$ cat src/design/mjt_pkg.sv
// Shared types and constants for the joint TLB.
package mjt_pkg;

  localparam int unsigned BaseShift = 12;
  localparam int unsigned PaWidth = 38;

  typedef enum logic [2:0] {
    ACT_TRANSLATE = 3'd0,
    ACT_PROBE     = 3'd1,
    ACT_WRITE_IDX = 3'd2,
    ACT_WRITE_RND = 3'd3,
    ACT_READ      = 3'd4,
    ACT_TICK      = 3'd5
  } action_e;

  typedef enum logic [2:0] {
    ST_OK       = 3'd0,
    ST_REFILL   = 3'd1,
    ST_INVALID  = 3'd2,
    ST_MODIFIED = 3'd3,
    ST_INDEX    = 3'd4
  } status_e;

  // Stored tag: vpn2, asid, mask, global.
  typedef struct packed {
    logic [18:0] vpn2;
    logic [7:0]  asid;
    logic [11:0] mask;
    logic        glob;
  } tag_t;

  // Stored page word: pfn, cache, dirty, valid.
  typedef struct packed {
    logic [25:0] pfn;
    logic [2:0]  cache;
    logic        dirty;
    logic        valid;
  } page_t;

  localparam int unsigned EntryWidth = $bits(tag_t) + 2 * $bits(page_t);

  // Pack an EntryLo word into the stored page form.
  function automatic page_t pack_page(input logic [31:0] lo);
    page_t p;
    p.pfn   = lo[31:6];
    p.cache = lo[5:3];
    p.dirty = lo[2];
    p.valid = lo[1];
    return p;
  endfunction

  // Rebuild an EntryLo word with the given global bit.
  function automatic logic [31:0] unpack_page(input page_t p, input logic g);
    return {p.pfn, p.cache, p.dirty, p.valid, g};
  endfunction

  // Number of trailing ones of a mask.
  function automatic logic [3:0] mask_width(input logic [11:0] m);
    logic [3:0] n;
    logic       run;
    n = '0;
    run = 1'b1;
    for (int i = 0; i < 12; i++) begin
      run = run & m[i];
      n = n + {3'd0, run};
    end
    return n;
  endfunction

endpackage

$ cat src/design/mjt_ram.sv
// Generic single-port RAM with registered read.
module mjt_ram #(
  parameter int unsigned Width = 8,
  parameter int unsigned Depth = 16
) (
  input  logic                     clk_i,
  input  logic                     we_i,
  input  logic [$clog2(Depth)-1:0] addr_i,
  input  logic [Width-1:0]         wdata_i,
  output logic [Width-1:0]         rdata_o
);

  logic [Width-1:0] mem_q [Depth];

  // Write and registered read.
  always_ff @(posedge clk_i) begin
    if (we_i) begin
      mem_q[addr_i] <= wdata_i;
    end
    rdata_o <= mem_q[addr_i];
  end

endmodule

$ cat src/design/mjt_match.sv
// Tag array held in flops, reset to zero, with an associative match sweep over all tags.
module mjt_match
  import mjt_pkg::*;
#(
  parameter int unsigned Entries = 16,
  parameter int unsigned MaxPageShift = 24
) (
  input  logic                       clk_i,
  input  logic                       rst_ni,
  input  logic                       we_i,
  input  logic [$clog2(Entries)-1:0] waddr_i,
  input  logic [18:0]                wvpn2_i,
  input  logic [7:0]                 wasid_i,
  input  logic [11:0]                wmask_i,
  input  logic                       wglob_i,
  input  logic [$clog2(Entries)-1:0] raddr_i,
  output tag_t                       rtag_o,
  input  logic [18:0]                vpn2_i,
  input  logic [7:0]                 asid_i,
  output logic                       hit_o,
  output logic [$clog2(Entries)-1:0] hit_idx_o
);

  localparam int unsigned IdxW = $clog2(Entries);

  tag_t             tag_q [Entries];
  logic [Entries-1:0] hit_vec;
  logic [11:0]        legal;

  // Page masks outside the legal set are stored as zero.
  always_comb begin
    legal = '0;
    for (int i = 0; i + BaseShift <= MaxPageShift && i < 13; i += 2) begin
      if (wmask_i == 12'((13'd1 << i) - 13'd1)) begin
        legal = wmask_i;
      end
    end
  end

  // Tags live in flops: every entry is compared in parallel.
  always_ff @(posedge clk_i or negedge rst_ni) begin
    if (!rst_ni) begin
      for (int i = 0; i < Entries; i++) begin
        tag_q[i] <= '0;
      end
    end else if (we_i) begin
      tag_q[waddr_i] <= '{vpn2: wvpn2_i, asid: wasid_i, mask: legal, glob: wglob_i};
    end
  end

  assign rtag_o = tag_q[raddr_i];

  // Per-entry compare and lowest-index priority pick.
  always_comb begin
    hit_idx_o = '0;
    for (int i = 0; i < Entries; i++) begin
      hit_vec[i] = (((tag_q[i].vpn2 ^ vpn2_i) & ~{7'd0, tag_q[i].mask}) == '0) &&
                   ((tag_q[i].asid == asid_i) || tag_q[i].glob);
    end
    for (int i = Entries - 1; i >= 0; i--) begin
      if (hit_vec[i]) begin
        hit_idx_o = IdxW'(i);
      end
    end
    hit_o = |hit_vec;
  end

endmodule

$ cat src/design/mips_joint_tlb_core.sv
// Top level of the joint TLB: command decode, page memories and result register.
//
// Usage: raise start with an action and its operands; the word is taken
// when start is high and busy is low. The page memories (synchronous
// RAM) are read at acceptance; in S_MEM the result register is loaded,
// presenting one result word with done_o high for exactly one cycle.
// The receiver cannot stall; the result is simply shown for that cycle.
// busy is high until that result cycle is over, so no new word is taken
// before the last one is through. The delay is set by the registered
// page memory read and then the result register. Tags sit in flops and
// are matched in parallel at acceptance. Configuration: cfg_we_i with
// cfg_idx_i and cfg_wdata_i writes wired_limit (index 0) or tlb_enable
// (index 1); the user must do so only while idle, the block does not
// enforce it. Reset clears tags, page memories valid bits, the random
// slot and sets tlb_enable. Page memories get valid bits so they read as
// zero until written; no clearing pass is needed.
module mips_joint_tlb_core
  import mjt_pkg::*;
#(
  parameter int unsigned ENTRIES = 16,
  parameter int unsigned MAX_PAGE_SHIFT = 24
) (
  input  logic        clk_i,
  input  logic        rst_ni,
  input  logic        start,
  output logic        busy,
  output logic        done_o,
  input  logic        cfg_we_i,
  input  logic        cfg_idx_i,
  input  logic [3:0]  cfg_wdata_i,
  input  logic [2:0]  action_i,
  input  logic [5:0]  entry_index_i,
  input  logic [31:0] virtual_address_i,
  input  logic        is_store_i,
  input  logic        kernel_mode_i,
  input  logic [7:0]  current_asid_i,
  input  logic [18:0] tag_vpn2_i,
  input  logic [11:0] size_mask_i,
  input  logic [31:0] entry_lo_even_i,
  input  logic [31:0] entry_lo_odd_i,
  output logic [2:0]  status_o,
  output logic [37:0] physical_address_o,
  output logic        match_found_o,
  output logic [3:0]  match_index_o,
  output logic [18:0] read_vpn2_o,
  output logic [7:0]  read_asid_o,
  output logic [11:0] read_size_mask_o,
  output logic [31:0] read_lo_even_o,
  output logic [31:0] read_lo_odd_o
);

  localparam int unsigned IdxW = $clog2(ENTRIES);
  localparam int unsigned PageW = 2 * $bits(page_t);

  typedef enum logic [1:0] {
    S_IDLE,
    S_MEM,
    S_OUT
  } state_e;

  state_e          state_q;
  logic [3:0]      wired_q;
  logic            enable_q;
  logic [IdxW-1:0] rnd_q;
  logic [ENTRIES-1:0] pvalid_q;

  // Operands latched at acceptance.
  action_e         act_q;
  logic [31:0]     va_q;
  logic            store_q, bypass_q, err_q, hit_q;
  logic [IdxW-1:0] idx_q;
  tag_t            tag_q;

  logic            accept;
  action_e         act;
  logic [18:0]     look_vpn2;
  logic            hit;
  logic [IdxW-1:0] hit_idx;
  logic [IdxW-1:0] look_idx;
  logic [IdxW-1:0] mem_addr;
  logic            idx_ok;
  logic            wr_en;
  logic [IdxW-1:0] wr_idx;
  tag_t            rtag;
  logic [PageW-1:0] page_rd;
  page_t           pg_even, pg_odd, pg_sel;
  logic [3:0]      mw;
  logic [37:0]     hi_mask;
  logic [37:0]     pa;

  assign accept = start && !busy;
  assign busy   = (state_q != S_IDLE);
  assign act    = action_e'(action_i);
  assign idx_ok = ({26'd0, entry_index_i} < 32'(ENTRIES));

  // Translate matches on va[31:13]; probe on tag_vpn2.
  assign look_vpn2 = (act == ACT_TRANSLATE) ? virtual_address_i[31:13] : tag_vpn2_i;

  // Entry whose tag is kept: the read index or the matching entry.
  assign look_idx = (act == ACT_READ) ? entry_index_i[IdxW-1:0] : hit_idx;

  // Entry written this cycle, if any.
  always_comb begin
    wr_en  = 1'b0;
    wr_idx = rnd_q;
    if (accept && act == ACT_WRITE_IDX && idx_ok) begin
      wr_en  = 1'b1;
      wr_idx = entry_index_i[IdxW-1:0];
    end else if (accept && act == ACT_WRITE_RND) begin
      wr_en  = 1'b1;
    end
  end

  mjt_match #(
    .Entries      (ENTRIES),
    .MaxPageShift (MAX_PAGE_SHIFT)
  ) u_match (
    .clk_i     (clk_i),
    .rst_ni    (rst_ni),
    .we_i      (wr_en),
    .waddr_i   (wr_idx),
    .wvpn2_i   (tag_vpn2_i),
    .wasid_i   (current_asid_i),
    .wmask_i   (size_mask_i),
    .wglob_i   (entry_lo_even_i[0]),
    .raddr_i   (look_idx),
    .rtag_o    (rtag),
    .vpn2_i    (look_vpn2),
    .asid_i    (current_asid_i),
    .hit_o     (hit),
    .hit_idx_o (hit_idx)
  );

  // Page memory address: write target, read index or translation hit.
  always_comb begin
    if (wr_en) begin
      mem_addr = wr_idx;
    end else if (act == ACT_READ) begin
      mem_addr = entry_index_i[IdxW-1:0];
    end else begin
      mem_addr = hit_idx;
    end
  end

  mjt_ram #(
    .Width (PageW),
    .Depth (2 ** IdxW)
  ) u_pages (
    .clk_i   (clk_i),
    .we_i    (wr_en),
    .addr_i  (mem_addr),
    .wdata_i ({pack_page(entry_lo_even_i), pack_page(entry_lo_odd_i)}),
    .rdata_o (page_rd)
  );

  // Unwritten entries read as zero.
  assign pg_even = pvalid_q[idx_q] ? page_t'(page_rd[PageW-1:PageW/2]) : '0;
  assign pg_odd  = pvalid_q[idx_q] ? page_t'(page_rd[PageW/2-1:0]) : '0;

  // Physical address from the selected page; the page offset comes from the address.
  always_comb begin
    mw      = mask_width(tag_q.mask);
    pg_sel  = va_q[BaseShift + 32'(mw)] ? pg_odd : pg_even;
    hi_mask = (~{26'd0, tag_q.mask}) << BaseShift;
    pa      = (({pg_sel.pfn, 12'd0}) & hi_mask) | ({6'd0, va_q} & ~hi_mask);
  end

  // Control, configuration and result register.
  always_ff @(posedge clk_i or negedge rst_ni) begin
    if (!rst_ni) begin
      state_q            <= S_IDLE;
      wired_q            <= '0;
      enable_q           <= 1'b1;
      rnd_q              <= '0;
      pvalid_q           <= '0;
      done_o             <= 1'b0;
      act_q              <= ACT_TRANSLATE;
      va_q               <= '0;
      store_q            <= 1'b0;
      bypass_q           <= 1'b0;
      hit_q              <= 1'b0;
      err_q              <= 1'b0;
      idx_q              <= '0;
      tag_q              <= '0;
      status_o           <= ST_OK;
      physical_address_o <= '0;
      match_found_o      <= 1'b0;
      match_index_o      <= '0;
      read_vpn2_o        <= '0;
      read_asid_o        <= '0;
      read_size_mask_o   <= '0;
      read_lo_even_o     <= '0;
      read_lo_odd_o      <= '0;
    end else begin
      done_o <= 1'b0;
      if (cfg_we_i) begin
        if (cfg_idx_i == 1'b0) begin
          wired_q <= cfg_wdata_i;
        end else begin
          enable_q <= cfg_wdata_i[0];
        end
      end
      if (wr_en) begin
        pvalid_q[wr_idx] <= 1'b1;
      end
      unique case (state_q)
        S_IDLE: begin
          if (accept) begin
            state_q  <= S_MEM;
            act_q    <= act;
            va_q     <= virtual_address_i;
            store_q  <= is_store_i;
            bypass_q <= !enable_q || kernel_mode_i;
            hit_q    <= hit;
            err_q    <= !idx_ok;
            idx_q    <= look_idx;
            tag_q    <= rtag;
            if (act == ACT_TICK) begin
              if ({{(32-IdxW){1'b0}}, rnd_q} <= {28'd0, wired_q}) begin
                rnd_q <= IdxW'(ENTRIES - 1);
              end else begin
                rnd_q <= rnd_q - 1'b1;
              end
            end
          end
        end
        S_MEM: begin
          state_q <= S_OUT;
          done_o  <= 1'b1;
          status_o           <= ST_OK;
          physical_address_o <= '0;
          match_found_o      <= 1'b0;
          match_index_o      <= '0;
          read_vpn2_o        <= '0;
          read_asid_o        <= '0;
          read_size_mask_o   <= '0;
          read_lo_even_o     <= '0;
          read_lo_odd_o      <= '0;
          unique case (act_q)
            ACT_TRANSLATE: begin
              if (bypass_q) begin
                physical_address_o <= {6'd0, va_q};
              end else if (!hit_q) begin
                status_o <= ST_REFILL;
              end else if (!pg_sel.valid) begin
                status_o <= ST_INVALID;
              end else if (!pg_sel.dirty && store_q) begin
                status_o <= ST_MODIFIED;
              end else begin
                physical_address_o <= pa;
              end
            end
            ACT_PROBE: begin
              match_found_o <= hit_q;
              match_index_o <= hit_q ? 4'(idx_q) : 4'd0;
            end
            ACT_WRITE_IDX: begin
              if (err_q) status_o <= ST_INDEX;
            end
            ACT_READ: begin
              if (err_q) begin
                status_o <= ST_INDEX;
              end else begin
                read_vpn2_o      <= tag_q.vpn2;
                read_asid_o      <= tag_q.asid;
                read_size_mask_o <= tag_q.mask;
                read_lo_even_o   <= unpack_page(pg_even, tag_q.glob);
                read_lo_odd_o    <= unpack_page(pg_odd, tag_q.glob);
              end
            end
            default: begin
            end
          endcase
        end
        S_OUT: begin
          state_q <= S_IDLE;
        end
        default: begin
          state_q <= S_IDLE;
        end
      endcase
    end
  end

  // Random slot always stays below the entry count.
  assert property (@(posedge clk_i) disable iff (!rst_ni)
    {{(32-IdxW){1'b0}}, rnd_q} < 32'(ENTRIES))
    else $error("random slot out of range");

  // A result word with done_o follows every accepted word, once S_MEM has passed.
  assert property (@(posedge clk_i) disable iff (!rst_ni)
    accept |=> ##1 done_o)
    else $error("missing result");

  // No word is taken while a result is still being produced.
  assert property (@(posedge clk_i) disable iff (!rst_ni)
    done_o |-> busy)
    else $error("result outside busy window");

endmodule

$ cat config.mk
export PLATFORM = sky130hd
export DESIGN_NAME = mips_joint_tlb_core
export DESIGN_NICKNAME = d
export VERILOG_FILES = /design/src/design/mjt_pkg.sv /design/src/design/mjt_ram.sv /design/src/design/mjt_match.sv /design/src/design/mips_joint_tlb_core.sv
export SDC_FILE = /design/constraint.sdc
export NUM_CORES = 2
export LEC_CHECK = 0
export ABC_AREA = 1
export BUFFER_PORTS_ARGS = -buffer_cell sky130_fd_sc_hd__buf_2
export CAP_MARGIN = 25
export CORE_UTILIZATION = 55
export DETAILED_ROUTE_END_ITERATION = 16
export GPL_ROUTABILITY_DRIVEN = 0
export HOLD_SLACK_MARGIN = 0.12
export PLACE_DENSITY = 0.75
export REMOVE_ABC_BUFFERS = 1
export SYNTH_ARGS = -nofsm -noshare
export SYNTH_HDL_FRONTEND = slang
export SYNTH_SLANG_ARGS = --single-unit
$ cat constraint.sdc
create_clock -name clk_i -period 6.9 [get_ports clk_i]
set_input_delay 1.38 -clock clk_i [delete_from_list [all_inputs] [get_ports clk_i]]
set_output_delay 1.38 -clock clk_i [all_outputs]
set_load 0.01 [all_outputs]
==> Flow_metrics.wiki <==
{| class="wikitable"
! Metric !! Value
|-
| Maximum fanout along the worst path || 21
|-
| Residual DRC || 0
|-
| Standby leakage power || 0.0466 uW
|-
| Starting utilization of the core area || 55.6%
|-
| Worst setup EP type || flop
|-
| Overall die width || around 410 um
|-
| Detailed-route wire length || 304 mm
|-
| Area of all placed cells without fillers || 0.103 sq mm
|-
| Combinational fraction of design power || 27.6%
|-
| Max-cap violation count || 0
|-
| Synth unique cells || 58
|-
| ANT nets after route || 0
|-
| Part of the cycle the worst path needs || 95.7%
|-
| CP max-delay cell || sky130_fd_sc_hd__fa_1
|-
| Insertion delay of the later-clocked pin in the worst-skew pair || 870 ps
|-
| Global-route wire length before repair || 453 mm
|-
| Number of global-route vias before repair || roughly 74k
|-
| Die height || 411 um
|-
| Cell Pwr Density || approximately 340 mW/mm^2
|-
| Transition time at the pin with the least slew margin || 1220 ps
|-
| Via-per-instance ratio || 5.97
|-
| Util after Layout || 62.5%
|-
| Count of final hold-check violations || 0
|-
| Data arrival time of the critical path || approximately 7400 ps
|-
| Router iterations before antenna repair || 9
|-
| Share of total power in sequential cells || 41.1%
|-
| Worst Path Required || 7670 ps
|-
| Mapped Area || 0.0920 sq mm
|-
| Startpoint-to-endpoint class of the critical path || reg2reg
|-
| Delay of the slowest cell on the worst path || 580 ps
|-
| Status || completed
|-
| Slew Limit Fails || 0
|-
| Clock slew at reported path FFs || 60 ps
|-
| Number of warnings printed during yosys synthesis || 0
|-
| Worst slew margin relative to its limit || a little under a fifth
|-
| Total clock buffers created by CTS || 200
|-
| Per-cell routed wire length || 23.0 um
|-
| Initial antenna violation count || 34
|-
| Worst clock skew || between 30 and 40 ps
|-
| Average cell area after synthesis || 8.56 sq um
|-
| Fin crit period || 6600 ps
|-
| Path type of the worst min-delay path || reg2reg
|-
| Clock network fraction of design power || 31.3%
|-
| Global-route usage over all layers || 35.5%
|-
| Fill cell total of the finished layout || 13.4k
|-
| Post-synthesis to final-layout area growth || 12.5%
|-
| Net load switching power || between 10000 and 15000 uW
|-
| Post-synth ARST share || between 40 and 50%
|-
| Post-cts hold buffer count || 0
|-
| Internal power || 23300 uW
|-
| Peak Freq || between 0.15 and 0.2 GHz
|-
| Core Footprint || between 0.15 and 0.2 sq mm
|-
| Fraction of layout cells with a size suffix above 1 || 8.95%
|-
| Pin count of the biggest net entering global routing || 181
|-
| Iter 0 DRT Violations || 11.5k
|-
| Die Outline Area || about 0.17 sq mm
|-
| Gate count after technology mapping || roughly 11k
|-
| CTS Sinks || 1953
|-
| H-Tree Level Count || 4
|-
| Setup violations, final || 0
|-
| Vias || 78.9k
|-
| Io pins || 306
|-
| Switching Fraction || 34.5%
|-
| Post-Place Cell Area || 0.0965 sq mm
|-
| Clock root buffer || sky130_fd_sc_hd__clkbuf_16
|-
| Final global-route overflow total || 0
|-
| Startpoint Class || flop
|-
| Setup repair bufs after CTS || 0
|-
| Post-synthesis sequential element count || 1953
|-
| Input/output buffers || slightly above 300
|-
| Peak supply drop || 0.879 mV
|-
| Number of flops mapped to enable cells by yosys || 992
|-
| Largest buffer count on any clock path || 3
|-
| Placement Rows || between 100 and 150
|-
| Clock tree from TritonCTS || done
|-
| HPWL after DPL || 185 mm
|-
| Net count of the finished layout || 11.0k
|-
| Sequential cell area fraction in the yosys report || 58.2%
|-
| Most instantiated flip-flop cell in the synthesis netlist || sky130_fd_sc_hd__edfxtp_1
|}
[metal layers]
metal	track usage, %	share of wire, %
met5	0	0.083
met4	22.2	6.8
met3	10.6	13
met2	52.7	44
met1	45.7	36
[registers in the layout, indices dropped and copies added (netlist names), 8 cells and up]
| signal | flops |
|---|---|
| u_pages.mem_q | 992 |
| u_match.tag_q | 640 |
| u_pages.rdata_o | 62 |
| tag_q | 40 |
| physical_address_o | 38 |
| read_lo_even_o | 32 |
| va_q | 32 |
| read_lo_odd_o | 31 |
| read_vpn2_o | 19 |
| pvalid_q | 16 |
| read_size_mask_o | 12 |
| read_asid_o | 8 |
[per-stage QoR]
stage	total power [uW]	TNS [ps]	cells	worst slack [ps]	hold WS [ps]
after floorplan	19700	-	10100	-20010	421
after detailed placement	24100	0	12800	73.7	438
after global placement	23900	0	12800	173	436
after global routing	37000	-8.14	13200	-5.38	478
after CTS	35200	0	13200	81.5	451
final	35600	0	13200	295	452
[cell type report]
type	count	area, sq um	area share, %
timing repair buffer	564	4580	4.43
clock inverter	96	1140	1.10
clock buffer	275	5650	5.46
antenna	15	37.5	0.0363
tap	2189	2740	2.65
multi-input combinational	7236	32400	31.3
sequential	1953	53500	51.7
inverter	882	3360	3.25
[power groups by stage]
stage	clock [uW]	sequential [uW]	combinational, uW
floorplan	0	14500	5190
global route	11600	14700	10600
CTS	11200	14500	9470
global placement	0	14700	9150
finish	11100	14600	9820
detailed placement	0	14800	9380
[critical path: cells and delay by family (launching register included)]
kind,cells,cell delay (ps)
DFF,1,370
buffers and inverters,8,990
adders and majority gates,6,2780
and+or+nand+nor,8,900
AOI/OAI and AO/OA,7,1450
[placed cells by master, fill, tap and decap left out, types with 15 or more instances in the layout]
master	Yosys	routed
sky130_fd_sc_hd__nand4_1	41	41
sky130_fd_sc_hd__o31ai_1	20	20
sky130_fd_sc_hd__inv_1	861	847
sky130_fd_sc_hd__nand3_1	1223	1218
sky130_fd_sc_hd__xnor2_1	30	30
sky130_fd_sc_hd__o21ai_1	45	43
sky130_fd_sc_hd__buf_2	195	304
sky130_fd_sc_hd__a32o_1	26	26
sky130_fd_sc_hd__nand2_1	4111	4093
sky130_fd_sc_hd__nand3b_1	38	38
sky130_fd_sc_hd__dfrtp_1	898	898
sky130_fd_sc_hd__nor4_1	33	33
sky130_fd_sc_hd__edfxtp_1	992	992
sky130_fd_sc_hd__clkbuf_8	0	32
sky130_fd_sc_hd__xor2_1	109	109
sky130_fd_sc_hd__clkinv_2	0	42
sky130_fd_sc_hd__nor2_1	252	243
sky130_fd_sc_hd__o22ai_1	38	38
sky130_fd_sc_hd__a21oi_1	124	124
sky130_fd_sc_hd__bufinv_16	0	18
sky130_fd_sc_hd__nand2_2	16	28
sky130_fd_sc_hd__a221oi_1	15	15
sky130_fd_sc_hd__clkbuf_16	0	202
sky130_fd_sc_hd__buf_4	22	168
sky130_fd_sc_hd__diode_2	0	15
sky130_fd_sc_hd__o21ai_0	981	981
sky130_fd_sc_hd__nor3_1	28	28
sky130_fd_sc_hd__clkinv_1	7	24
sky130_fd_sc_hd__clkbuf_1	408	41
sky130_fd_sc_hd__buf_12	0	86
sky130_fd_sc_hd__dfxtp_1	62	62
[synthesized netlist by cell type (all sizes together) (7+ instances only)]
master	count	share of area, %
nand4	41	0.28
ha	12	0.16
buf	273	1.6
nor2	255	1.1
or2	17	0.12
xnor2	30	0.29
clkbuf	408	1.7
a31oi	13	0.088
edfxtp	992	32
xor2	109	1.0
nor4	33	0.22
o31ai	20	0.16
dfxtp	62	1.3
dfrtp	898	24
o22ai	38	0.26
o32ai	8	0.076
o21ai	1030	5.6
clkinv	7	0.029
a21oi	124	0.67
nand3	1224	6.7
o211ai	10	0.082
a32o	26	0.28
nor3	28	0.15
nand3b	38	0.31
a221oi	15	0.14
nand2	4128	17
inv	875	3.6
[repair_timing]
item                       CTS  global route
hold endpoints to repair     0             0
pin swaps                    0             2
setup endpoints to repair    1            33
resized for setup            1             8
[final timing paths]
kind	depth (start not counted)	from	end	slack, ps
min reg2reg	1	state_q[1]$_DFFE_PN0P_	state_q[1]$_DFFE_PN0P_	450
min	1	state_q[1]$_DFFE_PN0P_	state_q[1]$_DFFE_PN0P_	450
max reg2reg	29	tag_q[1]$_DFFE_PN0P_	physical_address_o[28]$_DFFE_PN0P_	300
min in group asynchronous	1	rst_ni	u_match.tag_q[375]$_DFFE_PN0P_	590
max in group asynchronous	2	rst_ni	read_lo_even_o[10]$_DFFE_PN0P_	4660
max	29	tag_q[1]$_DFFE_PN0P_	physical_address_o[28]$_DFFE_PN0P_	300
[cells by family after synthesis]
group           after synthesis  synth area share (%)
simple gates               5767                  25.7
flops                      1953                  58.2
buf+inv                    1563                  6.81
compound gates             1311                  7.66
xor+xnor                    139                  1.32
fa+ha+maj                    18                 0.294
mux                           1                0.0122
Power figures use the tool's default switching activity.
